$ cat src/rtl/cfr_pkg.sv
// Shared types, widths and helpers for the path curve flattener.
`default_nettype none
package cfr_pkg;

   localparam int COORD_W = 24;   // signed 16.8 coordinate
   localparam int RES_W   = 6;    // curve resolution register
   localparam int COEF_W  = 30;   // per-axis polynomial coefficient
   localparam int WGT_W   = 18;   // polynomial weight in i, d, r
   localparam int DEN_W   = 19;   // curve denominator
   localparam int ACC_W   = 52;   // weighted sum of coefficients
   localparam int DIV_W   = 54;   // dividend of the rounding divide
   localparam int DVS_W   = DEN_W + 1;
   localparam int SUM_W   = DIV_W + 2;
   localparam int DIV_CNT_W = $clog2(DIV_W + 1);   // divider step counter

   localparam logic [RES_W-1:0] RES_RESET = RES_W'(20);
   localparam logic [RES_W-1:0] RES_MIN   = RES_W'(2);

   // register indexes of the configuration port
   localparam logic REG_RESOLUTION = 1'b0;

   typedef enum logic [2:0] {
      OP_ADD_VERTEX  = 3'd0,
      OP_CUBIC       = 3'd1,
      OP_QUADRATIC   = 3'd2,
      OP_CATMULL     = 3'd3,
      OP_NEW_SUBPATH = 3'd4
   } op_type;

   typedef enum logic [1:0] {
      MODE_CUBIC   = 2'd0,
      MODE_QUAD    = 2'd1,
      MODE_CATMULL = 2'd2
   } mode_type;

   typedef enum logic [2:0] {
      ST_IDLE   = 3'd0,
      ST_PREP   = 3'd1,
      ST_WEIGHT = 3'd2,
      ST_MAC    = 3'd3,
      ST_DIVGO  = 3'd4,
      ST_DIV    = 3'd5,
      ST_EMIT   = 3'd6
   } state_type;

   typedef struct packed {
      logic start;
      logic neg;
   } div_ctrl_type;

   typedef struct packed {
      logic busy;
      logic done;
   } div_stat_type;

   // clamp a wide signed value to the coordinate range
   function automatic logic signed [COORD_W-1:0] sat_coord(input logic signed [SUM_W-1:0] v);
      logic signed [SUM_W-1:0] hi;
      logic signed [SUM_W-1:0] lo;
      hi = SUM_W'((64'sd1 <<< (COORD_W - 1)) - 64'sd1);
      lo = -hi - SUM_W'(1);
      if (v > hi) begin
         sat_coord = hi[COORD_W-1:0];
      end else if (v < lo) begin
         sat_coord = lo[COORD_W-1:0];
      end else begin
         sat_coord = v[COORD_W-1:0];
      end
   endfunction

endpackage
`default_nettype wire

$ cat src/rtl/cfr_divider.sv
// Shared restoring divider, one quotient bit per cycle.
`default_nettype none
module cfr_divider import cfr_pkg::*; (
   input  wire logic                  clock,
   input  wire logic                  reset,
   input  wire div_ctrl_type          ctrl,
   input  wire logic [DIV_W-1:0]      dividend,
   input  wire logic [DVS_W-1:0]      divisor,
   output div_stat_type               stat,
   output logic signed [DIV_W:0]      quotient
);
   logic [DIV_W-1:0]     work_ff, work_in;
   logic [DVS_W-1:0]     rem_ff, rem_in;
   logic [DVS_W-1:0]     dvs_ff, dvs_in;
   logic [DIV_CNT_W-1:0] cnt_ff, cnt_in;
   logic             busy_ff, busy_in;
   logic             done_ff, done_in;
   logic             neg_ff, neg_in;
   logic [DVS_W:0]   trial;
   logic [DVS_W:0]   diff;

   assign trial = {rem_ff, work_ff[DIV_W-1]};
   assign diff  = trial - {1'b0, dvs_ff};

   // shift one dividend bit into the remainder and decide one quotient bit
   always_comb begin
      work_in = work_ff;
      rem_in  = rem_ff;
      dvs_in  = dvs_ff;
      cnt_in  = cnt_ff;
      busy_in = busy_ff;
      neg_in  = neg_ff;
      done_in = 1'b0;
      if (ctrl.start) begin
         work_in = dividend;
         rem_in  = '0;
         dvs_in  = divisor;
         neg_in  = ctrl.neg;
         cnt_in  = DIV_CNT_W'(DIV_W);
         busy_in = 1'b1;
      end else if (busy_ff) begin
         if (trial >= {1'b0, dvs_ff}) begin
            rem_in  = diff[DVS_W-1:0];
            work_in = {work_ff[DIV_W-2:0], 1'b1};
         end else begin
            rem_in  = trial[DVS_W-1:0];
            work_in = {work_ff[DIV_W-2:0], 1'b0};
         end
         cnt_in = cnt_ff - DIV_CNT_W'(1);
         if (cnt_ff == DIV_CNT_W'(1)) begin
            busy_in = 1'b0;
            done_in = 1'b1;
         end
      end
   end

   always_ff @(posedge clock) begin
      if (reset) begin
         busy_ff <= 1'b0;
         done_ff <= 1'b0;
         cnt_ff  <= '0;
      end else begin
         busy_ff <= busy_in;
         done_ff <= done_in;
         cnt_ff  <= cnt_in;
      end
      work_ff <= work_in;
      rem_ff  <= rem_in;
      dvs_ff  <= dvs_in;
      neg_ff  <= neg_in;
   end

   assign stat.busy = busy_ff;
   assign stat.done = done_ff;
   assign quotient  = neg_ff ? -$signed({1'b0, work_ff}) : $signed({1'b0, work_ff});
endmodule
`default_nettype wire

$ cat config.mk
export PLATFORM = sky130hd
export DESIGN_NAME = cfr_divider
export DESIGN_NICKNAME = d
export VERILOG_FILES = /design/src/rtl/cfr_pkg.sv /design/src/rtl/cfr_divider.sv
export SDC_FILE = /design/constraint.sdc
export NUM_CORES = 1
export LEC_CHECK = 0
export BUFFER_PORTS_ARGS = -buffer_cell sky130_fd_sc_hd__buf_2
export CORE_MARGIN = 5
export CORE_UTILIZATION = 40
export CTS_CLUSTER_SIZE = 16
export DETAILED_ROUTE_END_ITERATION = 10
export PLACE_DENSITY = 0.65
export SLEW_MARGIN = 10
export SYNTH_ARGS = -nofsm -noshare
export SYNTH_HDL_FRONTEND = slang
export SYNTH_SLANG_ARGS = --single-unit
$ cat constraint.sdc
create_clock -name clock -period 4.2 [get_ports clock]
set_input_delay 0.63 -clock clock [delete_from_list [all_inputs] [get_ports clock]]
set_output_delay 0.63 -clock clock [all_outputs]
set_load 0.02 [all_outputs]
# After elaboration in Yosys (flattened, before gate mapping)
# Index checks and enable logic that the tools add are counted.
[op_classes] addsub=3 n_lt_le_gt_ge=1 n_eq_ne=1 mux=11 bitwise=1 n_reduce_logical=3
[ops] cell="$mux 54" count=2
[ops] cell="$mux 55" count=1
[ops] cell="$neg 54->55" count=1
[ops] cell="$ge 21x20->1" count=1
[ops] cell="$mux 20" count=1
[ops] cell="$sub 20x20->20" count=1
[ops] cell="$mux 6" count=2
[ops] cell="$eq 6x1->1 const B" count=1
[ops] cell="$sub 6x1->6 const B" count=1
[ops] cell="$mux 1" count=5
[ops] cell="$reduce_or 3->1" count=1
[ops] cell="$reduce_bool 2->1" count=1
[ops] cell="$reduce_or 2->1" count=1
[ops] cell="$not 1->1" count=1
[word_totals] register_bits=103 inputBits=78 output_inout_bits=57 wordCells=28

# Longest topological paths before layout
[logic_depth] word_depth=4 depth_mapped=11

# Worst setup path before layout
# OpenSTA, ideal clock, no wires.
[synth_path] path_type="register to output" from="register work_ff[20]" to="output port quotient[52]" arrival_ns=2.655 slack_ns=0.915 stages_incl_launch_ff=8 n_path_buf=0 path_cell_list="edfxtp_1 > or4_4 > or3_4 > or4_4 > or2_4 > or3_1 > nand2_1 > xnor2_1"
[synth_between] elab_chain_len=2
[synth_rtl] item="from (decl)" line_no="cfr_divider.sv:12" source="logic [DIV_W-1:0] work_ff, work_in;"
[synth_rtl] item="from (signal assigned)" line_no="cfr_divider.sv:67" source="work_ff <= work_in;"
[synth_rtl] item="$neg 54->55" line_no="cfr_divider.sv:75" source="assign quotient = neg_ff ? -$signed({1'b0, work_ff}) : $signed({1'b0, work_ff});"
[synth_rtl] item="$mux 55" line_no="cfr_divider.sv:75"
[synth_rtl] item="to (decl)" line_no="cfr_divider.sv:10" source="output logic signed [DIV_W:0] quotient"
# No other way between the ends.

# Worst setup path after layout
[layout_path] from="register work_ff[35]" to="output port quotient[52]"
# Same word-level chain as after synthesis.

==> summary.md <==
The floorplan step set the die width to 136 µm. The pre-antenna-repair detailed-routing pass consisted of 5 iterations. In the routed design, unresolved DRC markers number 0.

IR analysis of the VDD net gives a maximum drop of 194 µV. Power share of the sequential group: 44.0%. For this run, the leading register cell type out of synthesis is edfxtp_1.

For the overall via count from detail_route, the log shows 5225. Across the run, the number of max-cap violations was 0. At the pin with the least slew margin, the transition time is 1120 ps. The share of total power consumed by net switching came out at 30.7%.

For the worst-skew pair, the clock arrives at the later sink with an insertion delay of 350 ps. The logs give 0 for the final number of hold-violating endpoints and 0.00639 mm² for the synthesized cell area. Summing the sequential cell areas from Yosys gives 44.0% of the chip area. The tools report the category of the worst setup path capture point as an output pin. The H-tree generated during clock tree synthesis spans 3 levels. The internal portion of the total power is 0.00202 W.

The core footprint is 0.0158 mm². The floorplan has 46 rows. The run finished with clean final reports.

Setup repair after global routing left no endpoint under its margin. The run gives 0 ps as the setup TNS. Measured along the y axis, the die boundary spans 136 µm. 135 I/O pins were placed. When the netlist entered floorplanning its net count stood at 717. The tools report the number of inserted filler cells in the final layout as 1500. Data arrives at the worst endpoint at 3300 ps. The detail route stage leaves a number of antenna-violating nets equal to 0.

The number of hold buffers added after CTS was 0. The worst setup slack before clock tree synthesis came out at 660 ps. The total number of clock tree sinks came out at 103. The tools report the total die area as 0.0186 mm². For the portion of total power attributed to the clock network, the log shows 31.4%.

Across every metal layer, demand over resource in global routing totals 17.6%. Entering global routing, the biggest net connects 56 pins. At the worst endpoint, the required time is 3570 ps. Setup skew after layout: 8.15 ps. The signal on the critical path passes through or4_4 > or4_4 > nor4_2 > nand3_1 > or3_1 > nand2_1 > xnor2_1 > buf_2. After detailed routing, the number of vias per cell comes to 5.46. Combinational cells account for 24.6% of the total power. Subtracting the final worst setup slack from the clock period gives 3930 ps. The finished layout holds 957 standard cells, fillers aside.

The run gives 16100 µm as the final routed wirelength across all metal layers. By area the synthesized netlist is led by edfxtp_1 (35%), mux2_2 (9.3%), dfxtp_1 (8.8%). The clock slew at the register clock pins of the worst setup and hold paths works out to 70 ps.

The slowest stage cell on the critical path is or4_4. Dividing the detail-routed wire length by the instance count gives 16.8 µm. Along the worst path, the maximum fanout reaches 5. Yosys mapped a number of flops with a built-in enable equal to 75. The cell count after synthesis was 615; the share of the clock period used by the worst path after layout was 93.5%. The net load switching power was 0.000897 W. In this run the biggest area consumer among cell types represents 35.2% of the synthesized area. The run gives 2 as the number of buffers between clock root and the deepest sink.

Cell chosen for the clock root: clkbuf_16. The tools report the final RePlAce weighted congestion as 0.978. The starting density of the core is 40.5%, and the sum of net half-perimeters after detailed placement is 12200 µm.

On the final layout, the worst hold slack is 447 ps. For this run, the number of Yosys warnings is 0. The fraction of final layout cells sized beyond drive strength 1 is 30.6%.

For the total count of max-transition violations in the final report, the log shows 0. The tools report the total clock buffers created by CTS as 9. The slack of the critical path was 275 ps; the number of design-rule violations left by the first detailed-router iteration was 328. The sum of overflow across all layers after global routing was 0. Count of cells resized by post-cts repair: 0.

STA classifies the critical path startpoint as a flop. The count of buffering cells on the critical path with inverters included was 1. TritonCTS built the clock tree. Including well taps, the total number of placed cells is 941. The kind of cell with the highest combined delay along the critical path is simple AND/OR/NAND/NOR gates.

The via count of the first global-routing pass came out at 5226. Port buffering added 134 buffers. Summed over all cells, the static leakage comes to 2.92 nW.

Average footprint of a synthesized cell: 10.4 µm². In this design, the stage delay of the slowest critical-path cell is 550 ps. The run gives 0.255 GHz as the highest clock frequency the design can meet. The tightest min-delay check is of the in -> reg type. Synthesis instantiated 58 different standard cells from the library. The headroom to the max-slew limit was 25.3%.

By instance count, the cell type seen most on the critical path is or4_4. The setup violation total in the final timing report was 0. After synthesis the netlist holds a flip-flop and latch count of 103.

The logs give 25800 µm for the global-route wire length before repair and 0 for the initial antenna violation count. Library cell occupying the most area in the post-synthesis netlist: edfxtp_1. By startpoint and endpoint, the worst setup path is classified as reg -> out. Power density relative to cell area: 385 mW/mm². The relative area change from synthesis to final layout was 18.7%; the count of buffers added by post-CTS timing repair for setup was 0. The final layout contains 838 nets.

Number of antenna diodes: 0. After synthesis, the share of flip-flops with an asynchronous set or reset is 0%.
-- through the flow --
step                area (µm²)  power (W)  util [%]
CTS                       7580    0.00295      48.1
global placement          7260    0.00201      46.0
global route              7580    0.00307      48.1
detailed placement        7260    0.00203      46.0
floorplan                 6390    0.00179         -
finish                    7580    0.00292      48.1
-- layer usage --
layer	vias up	global-route usage, %	share of wire, %	wire length, µm
li1	2517	-	-	-
met1	2494	22.2	45	7180
met2	183	29.2	46	7440
met3	31	3.33	6.4	1030
met4	0	7.84	2.5	406
met5	-	0	0	0
-- worst paths after layout --
| check | from | endpoint | slack (ps) | depth (start not counted) |
|---|---|---|---|---|
| hold / removal | divisor[0] | dvs_ff[0] | 450 | 1 |
| hold reg to reg | rem_ff[16] | rem_ff[16] | 510 | 2 |
| setup reg to reg | rem_ff[9] | rem_ff[0] | 1090 | 8 |
| setup / recovery | work_ff[35] | quotient[52] | 270 | 8 |
-- cell type report --
| type | count | area (µm²) | share of cell area, % |
|---|---|---|---|
| multi-input combinational | 450 | 3330 | 43.9 |
| tap | 216 | 270 | 3.56 |
| clock buffer | 10 | 229 | 3.02 |
| inverter | 30 | 113 | 1.48 |
| timing repair buffer | 142 | 733 | 9.67 |
| sequential | 103 | 2810 | 37.1 |
| clock inverter | 6 | 93.8 | 1.24 |
-- power groups by stage --
| stage | registers (W) | logic, W | clock network (W) |
|---|---|---|---|
| floorplan | 0.00128 | 0.000505 | 0 |
| global placement | 0.00130 | 0.000707 | 0 |
| detailed placement | 0.00131 | 0.000720 | 0 |
| CTS | 0.00129 | 0.000723 | 0.000944 |
| global route | 0.00130 | 0.000782 | 0.000987 |
| finish | 0.00129 | 0.000717 | 0.000917 |
-- layout by cell type, fill, tap and decap left out, types with 4 or more instances in the layout --
| cell | count |
|---|---|
| mux2i_1 | 4 |
| a21o_1 | 6 |
| nand2b_1 | 6 |
| nor3_1 | 10 |
| buf_2 | 133 |
| a21oi_1 | 20 |
| xnor2_1 | 64 |
| dfxtp_1 | 28 |
| nand2_1 | 44 |
| mux2_2 | 53 |
| clkbuf_16 | 9 |
| o41ai_1 | 8 |
| o21a_1 | 5 |
| edfxtp_1 | 75 |
| a32oi_1 | 6 |
| or4_4 | 4 |
| o21ai_0 | 41 |
| buf_4 | 9 |
| a311oi_1 | 4 |
| xor2_1 | 6 |
| or3_1 | 9 |
| inv_1 | 29 |
| o211ai_1 | 4 |
| a211oi_1 | 7 |
| o31ai_1 | 15 |
| nand3_1 | 15 |
| nor2_1 | 42 |
| nor2b_1 | 5 |
| ha_1 | 23 |
| or4_1 | 6 |
-- synth_stat cells, drive strengths merged (20+ instances only) --
library cell / count
a21oi: 20
clkbuf: 26
dfxtp: 28
edfxtp: 75
ha: 23
inv: 30
mux2: 53
nand2: 44
nor2: 42
o21ai: 41
xnor2: 64
-- cell families (layout without fill, tap and decap cells) --
family,after synthesis,count (layout),share of synthesized area [%]
AOI/OAI and AO/OA,137,137,14.7
buffers and inverters,62,188,3.84
adders and majority gates,24,24,4.82
muxes,57,57,9.96
and+or+nand+nor,162,162,13.0
xor gates and xnor gates,70,70,9.59
DFF,103,103,44.0
-- registers in the layout, summed over array words and instances (netlist names) --
register	cells
work_ff	54
dvs_ff	20
rem_ff	20
cnt_ff	6
busy_ff	1
done_ff	1
neg_ff	1
Note: power is estimated with default switching activity, not from simulation.
