==> config.mk <==
export PLATFORM = sky130hd
export DESIGN_NAME = cfr_csr
export DESIGN_NICKNAME = d
export VERILOG_FILES = /design/src/rtl/cfr_pkg.sv /design/src/rtl/cfr_csr.sv
export SDC_FILE = /design/constraint.sdc
export NUM_CORES = 1
export LEC_CHECK = 0
export BUFFER_PORTS_ARGS = -buffer_cell sky130_fd_sc_hd__buf_2
export CAP_MARGIN = 10
export CORE_MARGIN = 10
export CORE_UTILIZATION = 25
export CTS_CLUSTER_DIAMETER = 30
export CTS_CLUSTER_SIZE = 14
export DETAILED_ROUTE_END_ITERATION = 8
export PLACE_DENSITY = 0.73
export SKIP_CTS_REPAIR_TIMING = 1
export SLEW_MARGIN = 0
export SYNTH_ARGS = -nofsm -noshare
export SYNTH_HDL_FRONTEND = slang
export SYNTH_SLANG_ARGS = --single-unit
==> constraint.sdc <==
create_clock -name clock -period 0.8 [get_ports clock]
set_input_delay 0.12 -clock clock [delete_from_list [all_inputs] [get_ports clock]]
set_output_delay 0.12 -clock clock [all_outputs]
set_load 0.01 [all_outputs]
==> src/rtl/cfr_pkg.sv <==
// Shared types, widths and helpers for the path curve flattener.
`default_nettype none
package cfr_pkg;

   localparam int COORD_W = 24;   // signed 16.8 coordinate
   localparam int RES_W   = 6;    // curve resolution register
   localparam int COEF_W  = 30;   // per-axis polynomial coefficient
   localparam int WGT_W   = 18;   // polynomial weight in i, d, r
   localparam int DEN_W   = 19;   // curve denominator
   localparam int ACC_W   = 52;   // weighted sum of coefficients
   localparam int DIV_W   = 54;   // dividend of the rounding divide
   localparam int DVS_W   = DEN_W + 1;
   localparam int SUM_W   = DIV_W + 2;
   localparam int DIV_CNT_W = $clog2(DIV_W + 1);   // divider step counter

   localparam logic [RES_W-1:0] RES_RESET = RES_W'(20);
   localparam logic [RES_W-1:0] RES_MIN   = RES_W'(2);

   // register indexes of the configuration port
   localparam logic REG_RESOLUTION = 1'b0;

   typedef enum logic [2:0] {
      OP_ADD_VERTEX  = 3'd0,
      OP_CUBIC       = 3'd1,
      OP_QUADRATIC   = 3'd2,
      OP_CATMULL     = 3'd3,
      OP_NEW_SUBPATH = 3'd4
   } op_type;

   typedef enum logic [1:0] {
      MODE_CUBIC   = 2'd0,
      MODE_QUAD    = 2'd1,
      MODE_CATMULL = 2'd2
   } mode_type;

   typedef enum logic [2:0] {
      ST_IDLE   = 3'd0,
      ST_PREP   = 3'd1,
      ST_WEIGHT = 3'd2,
      ST_MAC    = 3'd3,
      ST_DIVGO  = 3'd4,
      ST_DIV    = 3'd5,
      ST_EMIT   = 3'd6
   } state_type;

   typedef struct packed {
      logic start;
      logic neg;
   } div_ctrl_type;

   typedef struct packed {
      logic busy;
      logic done;
   } div_stat_type;

   // clamp a wide signed value to the coordinate range
   function automatic logic signed [COORD_W-1:0] sat_coord(input logic signed [SUM_W-1:0] v);
      logic signed [SUM_W-1:0] hi;
      logic signed [SUM_W-1:0] lo;
      hi = SUM_W'((64'sd1 <<< (COORD_W - 1)) - 64'sd1);
      lo = -hi - SUM_W'(1);
      if (v > hi) begin
         sat_coord = hi[COORD_W-1:0];
      end else if (v < lo) begin
         sat_coord = lo[COORD_W-1:0];
      end else begin
         sat_coord = v[COORD_W-1:0];
      end
   endfunction

endpackage
`default_nettype wire

==> src/rtl/cfr_csr.sv <==
// APB-style register file holding the curve resolution.
`default_nettype none
module cfr_csr import cfr_pkg::*; (
   input  wire logic             clock,
   input  wire logic             reset,
   input  wire logic             psel,
   input  wire logic             penable,
   input  wire logic             pwrite,
   input  wire logic [2:0]       paddr,
   input  wire logic [31:0]      pwdata,
   output logic [31:0]           prdata,
   output logic                  pready,
   output logic [RES_W-1:0]      resolution
);
   logic [RES_W-1:0] res_ff;
   logic [RES_W-1:0] res_in;
   logic             wr_en;

   assign pready = 1'b1;
   assign wr_en  = psel & penable & pwrite & (paddr[2] == REG_RESOLUTION);

   // update on a completed write transaction
   always_comb begin
      res_in = res_ff;
      if (wr_en) begin
         res_in = pwdata[RES_W-1:0];
      end
   end

   always_ff @(posedge clock) begin
      if (reset) begin
         res_ff <= RES_RESET;
      end else begin
         res_ff <= res_in;
      end
   end

   // read back
   always_comb begin
      prdata = '0;
      if (paddr[2] == REG_RESOLUTION) begin
         prdata = {{(32-RES_W){1'b0}}, res_ff};
      end
   end

   assign resolution = res_ff;
endmodule
`default_nettype wire

**Word level (Yosys, flattened, before mapping)**

Cells that the tools add are included.

- Output and inout bits: 39
- Logic and storage cells: 6
- Register bits: 6

- Bitwise gates (word level): 4
- Muxes and demuxes: 1

Operators by type and width:

| operator | count |
|---|---|
| $mux W6 | 1 |
| $and A1 B1 Y1 | 3 |
| $not A1 Y1 | 1 |

**Longest topological paths before layout**

Gate-level depths: netlist (run 1).

- Word-level depth: 3
- Mapped depth: 3
- Depth with buffers taken out: 2

**Least setup slack after synthesis (run 1)**

No wires, ideal clock.

- Kind: input to register
- Start point: in paddr[2]
- End point: reg res_ff[0] (netlist: resolution[0])
- Library setup time: 0.072 ns
- Stages on the path: 3
- Data required time: 0.728 ns
- Data arrival time: 0.639 ns
- Setup slack: 0.089 ns
- Path through: and4b_1 > buf_6 > mux2i_1

- Cells in the longest elaborated chain, start to end: 2

Ends and longest elaborated chain:

| item | line | source |
|---|---|---|
| from (decl) | cfr_csr.sv:9 | `input wire logic [2:0] paddr,` |
| $not A1 Y1 | - |  |
| $and A1 B1 Y1 | cfr_csr.sv:20 | `assign wr_en = psel & penable & pwrite & (paddr[2] == REG_RESOLUTION);` |
| to (signal assigned) | cfr_csr.sv:34 | `res_ff <= res_in;` |
| to (decl) | cfr_csr.sv:15 | `logic [RES_W-1:0] res_ff;` |

Every way passes these cells.
A chain may end at the register's enable or synchronous reset.

**Worst setup path after layout (run 1)**

- Start point: reg res_ff[4] (netlist: resolution[4])
- End point: out prdata[4]

- Cells in the longest elaborated chain, start to end: 1

Ends and longest elaborated chain:

| item | line | source |
|---|---|---|
| $mux W6 | cfr_csr.sv:41 | `if (paddr[2] == REG_RESOLUTION) begin` |
| to (decl) | cfr_csr.sv:11 | `output logic [31:0] prdata,` |

Every way passes these cells.

==> summary.txt, run 1 <==
status: finished with violations
failing checks: setup timing
post-synthesis adder-cell area fraction: 0%
Leakage: 0.0003744 uW
drt pass-1 iters: 2
antenna-violating nets left: 0
Worst Hold Slack: 0.1401 ns
Clock Latency Late Sink: 0.24 ns
RR Endpoint: resolution[2]$_SDFFE_PP1P_
# IOs: 79
CP Cell Sequence: and2b_2, buf_6
FF-to-FF Start: resolution[2]$_SDFFE_PP1P_
Initial DRC Count: 23
synthesized flop and latch total: 6
xor and xnor fraction of the mapped netlist area: 0%
via/cell ratio: 3.381
largest family of logic cells by synthesized area: buffers and inverters
cells on worst reg2reg path: 3
worst hold path type: in2reg
DIE WIDTH: 66.18 um
DIE HEIGHT: 66.18 um
# setup viols final: 10
vias: 399
Die Area: 0.004379 sq mm
Max Freq: 1009 MHz
Post-Synth Simple-Gate Area: 23.94%
Longest Clk Path Bufs: 2
worst hold path startpoint: pwdata[5]
placer congestion estimate: 0.6825
pin count of the biggest net entering global routing: 13
Yosys warnings: 0
data required time of the critical path: 0.68 ns
cell taking the most area after synthesis: buf_4
library cells used by synthesis: 10
DR WL/cell: 11.64 um
CTS H-tree depth: 1
Post-synth EDFFs: 0
Startpoint Class: flip-flop
Critical Path Fanout Max: 2
Synth async-reset ratio: 0%
cells after synthesis: 62
CTS Buf Count: 3
Max Clock Skew: 0 ns
CTS Root Cell: clkbuf_4
fin nets: 133
crit-path leading delay family: flip-flops
WHS Endpoint: resolution[5]$_SDFFE_PP0P_
vias in the first global route: 403
worst vdd ir: 0.6360 mV
final slew viol count: 0
WP data arrival: 0.87 ns
slowest cell on the critical path: dfxtp_2
Rows: 16
clock transition at the registers of the reported paths: 0.05 ns
final period utilization: 123.9%
hold path cells: 3
area delta synth->final: 32.63%
Total GRT Usage: 5.097%
post-synthesis mux area share: 11.27%
DRC Markers: 0
top-count cell post-synth: buf_4
antenna cells: 0
Buffers on Ports: 23
max_cap viols: 0
remaining global-route overflow: 0
syn avg cell area: 8.597 sq um
max FFs per register: 6
Crit Path Category: reg2out
Post-Synthesis Cell Area: 533.0 sq um
register area share after synthesis: 22.54%
drt total wl: 1374 um
global-route wire length before repair: 1745 um
clock period minus worst slack: 0.9911 ns
main area contributors after synthesis: buf_4, dfxtp_1, mux2i_1
setup TNS: -1.351 ns
CTS tree: built
Crit. End Element: output pin
most frequent cells after synthesis: buf_4, nand2b_1, and2b_2, dfxtp_1, mux2i_1
complex-gate fraction of the synthesized area: 0%
critical path buffer and inverter count: 1
share of the synthesized area in the top cell type: 38.03%
pwr/cell area: 1104 mW/mm^2
initial antenna violation count: 0
Hold Vio Cnt, Final: 0
slowest stage delay, CP: 0.32 ns
core area: 0.002002 sq mm
Initial Util: 26.62%
sinks on the clock net: 6
RSZ-0062 raised after global routing: yes
dominant synthesized flop cell: dfxtp_1
layout cell share with drive strength beyond 1: 49.45%
setup ws final: -0.1911 ns
R2R Setup Slk: 0.07 ns
==> per-layer routing <==
metal  global-route usage (%)  share of wire (%)  vias up
met4                    1.571                  0        0
met5                        0                  0        -
li1                         -                  -      196
met3                    4.746                 22        0
met1                    3.981                 31      169
met2                    8.852                 47       34
==> per-stage QoR <==
step	total power, uW	cell area, sq um	std cells	utilization, %	setup WS, ns
floorplan	519.8	626.9	87	-	0.08914
global placement	471.9	573.1	110	28.63	-0.08345
detailed placement	475.5	573.1	110	28.63	-0.1129
CTS	767.3	595.6	113	29.75	-0.2185
global route	826.6	706.9	118	35.31	-0.2161
finish	780.7	706.9	118	35.31	-0.1911
==> how the worst max path moves through the flow <==
stage / slack, ns / startpoint / endpoint / cells after the start
final: -0.19 / resolution[4]$_SDFFE_PP1P_ / prdata[4] / 2
after global routing: -0.22 / resolution[3]$_SDFFE_PP0P_ / prdata[3] / 2
after CTS: -0.22 / resolution[5]$_SDFFE_PP0P_ / prdata[5] / 2
after detailed placement: -0.11 / paddr[2] / resolution[1]$_SDFFE_PP0P_ / 4
after global placement: -0.08 / paddr[2] / resolution[3]$_SDFFE_PP0P_ / 4
after floorplan: 0.09 / paddr[2] / resolution[0]$_SDFFE_PP0P_ / 3
==> layout by cell type (no fill, tap or decap) <==
master / Yosys / final
and4b_1: 1 / 1
and2b_2: 6 / 6
dfxtp_2: 0 / 6
nor2_1: 4 / 4
buf_2: 0 / 13
clkbuf_4: 0 / 3
nand2b_1: 8 / 8
buf_6: 1 / 11
mux2i_1: 6 / 6
conb_1: 2 / 27
buf_4: 27 / 6
==> where the power goes <==
group          switching, uW  total, uW  internal, uW
logic                    110        190          80.0
clock network            108        278           170
registers               4.91        313           308
==> worst min-delay path: stages <==
cell	delay, ns
buf_2	0.09
nand2b_1	0.06
mux2i_1	0.06
==> cell type report <==
class                   instances  area (sq um)
repair buffers                 30         234.0
multi-input cells              52         289.0
flip-flops and latches          6         127.6
fillers                       208          1295
well taps                      27         33.78
clock buffers                   3         22.52
==> cells by family after synthesis <==
| group | count (synthesis) |
|---|---|
| mux | 6 |
| buf+inv | 29 |
| simple gates | 19 |
| flops | 6 |
| other cells | 2 |
Note: power is estimated with default switching activity, not from simulation.
==> run 2: changes to the inputs <==
==> constraint.sdc (replaced) <==
create_clock -name clock -period 0.8 [get_ports clock]
set_input_delay 0.16 -clock clock [delete_from_list [all_inputs] [get_ports clock]]
set_output_delay 0.16 -clock clock [all_outputs]
set_load 0.01 [all_outputs]
==> run 2 against run 1 <==
  * The run still ends with setup timing left
  * Setup slack lost 0.032 ns
  * Non-clock buffer count grew 2
  * Clock power grew 3%
  * Critical path type unchanged
  * Global-route usage grew 0.62 points
  * Sequential share of layout area shrank 0.76 points
  * Critical path depth is the same
  * Utilization grew 1.2 points
==> summary.txt, run 2 (same netlist as run 1, synthesis figures left out) <==
status: finished with violations
failing checks: setup timing
final period utilization: 127.8% (+3.9 points)
drt total wl: 1398 um (+1.7%)
Crit Path Category: reg2out
data required time of the critical path: 0.64 ns (-0.04 ns)
Rows: 16 (unchanged)
Total GRT Usage: 5.712% (+0.62 points)
CTS Buf Count: 3 (unchanged)
slowest stage delay, CP: 0.31 ns (about the same)
clock power share: 36.1% (+0.5 points)
Multi-input gate area: 289.0 sq um (unchanged)
Max Freq: 977.8 MHz (-3.1%)
sequential share of power: 39.1% (-0.9 points)
Initial DRC Count: 1 (-96%)
placed cell area: 603.1 sq um (+5.2%)
area delta synth->final: 37.09%
Startpoint Class: flip-flop
hold path cells: 3 (unchanged)
Critical Path Fanout Max: 2 (unchanged)
combinational power share: 24.8% (+0.5 points)
CTS tree: built
setup TNS: -2.086 ns (-0.7353 ns)
Buffers on Ports: 23 (unchanged)
Reg area: 126.4 sq um (-0.98%)
vias in the first global route: 398 (-1.2%)
Post-Layout Cell Count: 120 (+1.7%)
clock transition at the registers of the reported paths: 0.05 ns (about the same)
cells on worst reg2reg path: 4 (+1)
commonest non-fill, non-tap cell in the layout: conb_1
vias: 409 (+2.5%)
WP data arrival: 0.86 ns (about the same)
post-layout util: 36.50% (+1.2 points)
Int Pwr: 561.9 uW (+0.81%)
DIE WIDTH: 66.18 um (unchanged)
final slew viol count: 0 (unchanged)
Initial Util: 26.62% (unchanged)
R2R Setup Slk: 0.03 ns (-0.04 ns)
worst vdd ir: 0.4082 mV (-36%)
setup ws final: -0.2227 ns (-0.03153 ns)
worst hold path startpoint: pwdata[1]
fillers: 209 (+0.48%)
Leakage: 0.0003833 uW (+2.4%)
global-route wire length before repair: 1849 um (+6.0%)
# setup viols final: 12 (+2)
core area: 0.002002 sq mm (unchanged)
Max Clock Skew: 0 ns (unchanged)
slowest cell on the critical path: dfxtp_2
fin nets: 135 (+1.5%)
remaining global-route overflow: 0 (unchanged)
WHS Endpoint: resolution[1]$_SDFFE_PP0P_
DIE HEIGHT: 66.18 um (unchanged)
placer congestion estimate: 0.6941 (+1.7%)
Net Switching: 232.2 uW (+4.0%)
pin count of the biggest net entering global routing: 13 (unchanged)
Die Area: 0.004379 sq mm (unchanged)
max FFs per register: 6 (unchanged)
CP Cell Sequence: and2b_2, buf_6
pwr/cell area: 1087 mW/mm^2 (-1.6%)
most frequent cells in the layout: conb_1, buf_6, buf_2, nand2b_1, buf_4
Longest Clk Path Bufs: 2 (unchanged)
RSZ-0062 raised after global routing: yes
DRC Markers: 0 (unchanged)
FF-to-FF Start: resolution[0]$_SDFFE_PP0P_
Hold Vio Cnt, Final: 0 (unchanged)
via/cell ratio: 3.408 (+0.80%)
antenna cells: 0 (unchanged)
dpl cells: 114 (+3.6%)
layout cell share with drive strength beyond 1: 49.46% (about the same)
max_cap viols: 0 (unchanged)
pre-CTS setup slack: -0.1486 ns (-0.03570 ns)
worst hold path type: in2reg
initial antenna violation count: 0 (unchanged)
CTS Root Cell: clkbuf_4
antenna-violating nets left: 0 (unchanged)
Sw Share: 29.24% (+0.64 points)
# IOs: 79 (unchanged)
drt pass-1 iters: 2 (unchanged)
clock period minus worst slack: 1.023 ns (+0.03153 ns)
cell area after layout: 730.7 sq um (+3.4%)
RR Endpoint: resolution[0]$_SDFFE_PP0P_
Clock Latency Late Sink: 0.24 ns (about the same)
DR WL/cell: 11.65 um (about the same)
sinks on the clock net: 6 (unchanged)
Crit. End Element: output pin
CTS H-tree depth: 1 (unchanged)
run 2: changes by cell type in the layout (fill, tap and decap cells not counted):
cell / before / now
dfxtp_2: 6 / 5
buf_6: 11 / 13
dfxtp_1: 0 / 1
buf_2: 13 / 12
buf_4: 6 / 7
run 2: how the worst max path moves through the flow:
stage | start | endpoint | slack (ns) | cells past startpoint
global route | resolution[2]$_SDFFE_PP1P_ | prdata[2] | -0.25 | 2
floorplan | paddr[2] | resolution[0]$_SDFFE_PP0P_ | 0.05 | 3
finish | resolution[5]$_SDFFE_PP0P_ | prdata[5] | -0.22 | 2
CTS | resolution[4]$_SDFFE_PP1P_ | prdata[4] | -0.25 | 2
detailed placement | paddr[2] | resolution[4]$_SDFFE_PP1P_ | -0.15 | 4
global placement | paddr[2] | resolution[4]$_SDFFE_PP1P_ | -0.12 | 4
run 2: cell type report:
type | count | area share, %
flip-flops and latches | 6 | 17.29
repair buffers | 32 | 35.45
multi-input cells | 52 | 39.55
clock buffers | 3 | 3.082
well taps | 27 | 4.623
run 2: stage by stage:
step	hold WS, ns	power (uW)
floorplan	0.3147	519.8
global placement	0.4162	478.2
detailed placement	0.4309	481.7
CTS	0.1648	779.5
global route	0.1776	843.3
finish	0.1641	794.1
run 2: critical path, delay by kind of cell, from the launching register on:
family,cells,cell delay (ns)
and+or+nand+nor,1,0.19
buffers and inverters,1,0.12
DFF,1,0.31
run 2: power groups by stage:
stage	Clock [uW]	Combinational, uW	Sequential, uW
6_report	287	197	310
5_1_grt	316	217	311
4_1_cts	304	166	309
3_5_place_dp	0	166	315
3_3_place_gp	0	163	315
2_1_floorplan	0	200	319
run 2: per-layer routing:
layer | track usage, % | up-vias | wire, um
li1 | - | 200 | -
met1 | 4.463 | 173 | 416
met2 | 9.689 | 36 | 660
met3 | 5.254 | 0 | 322
met4 | 2.356 | 0 | 0
met5 | 0 | - | 0
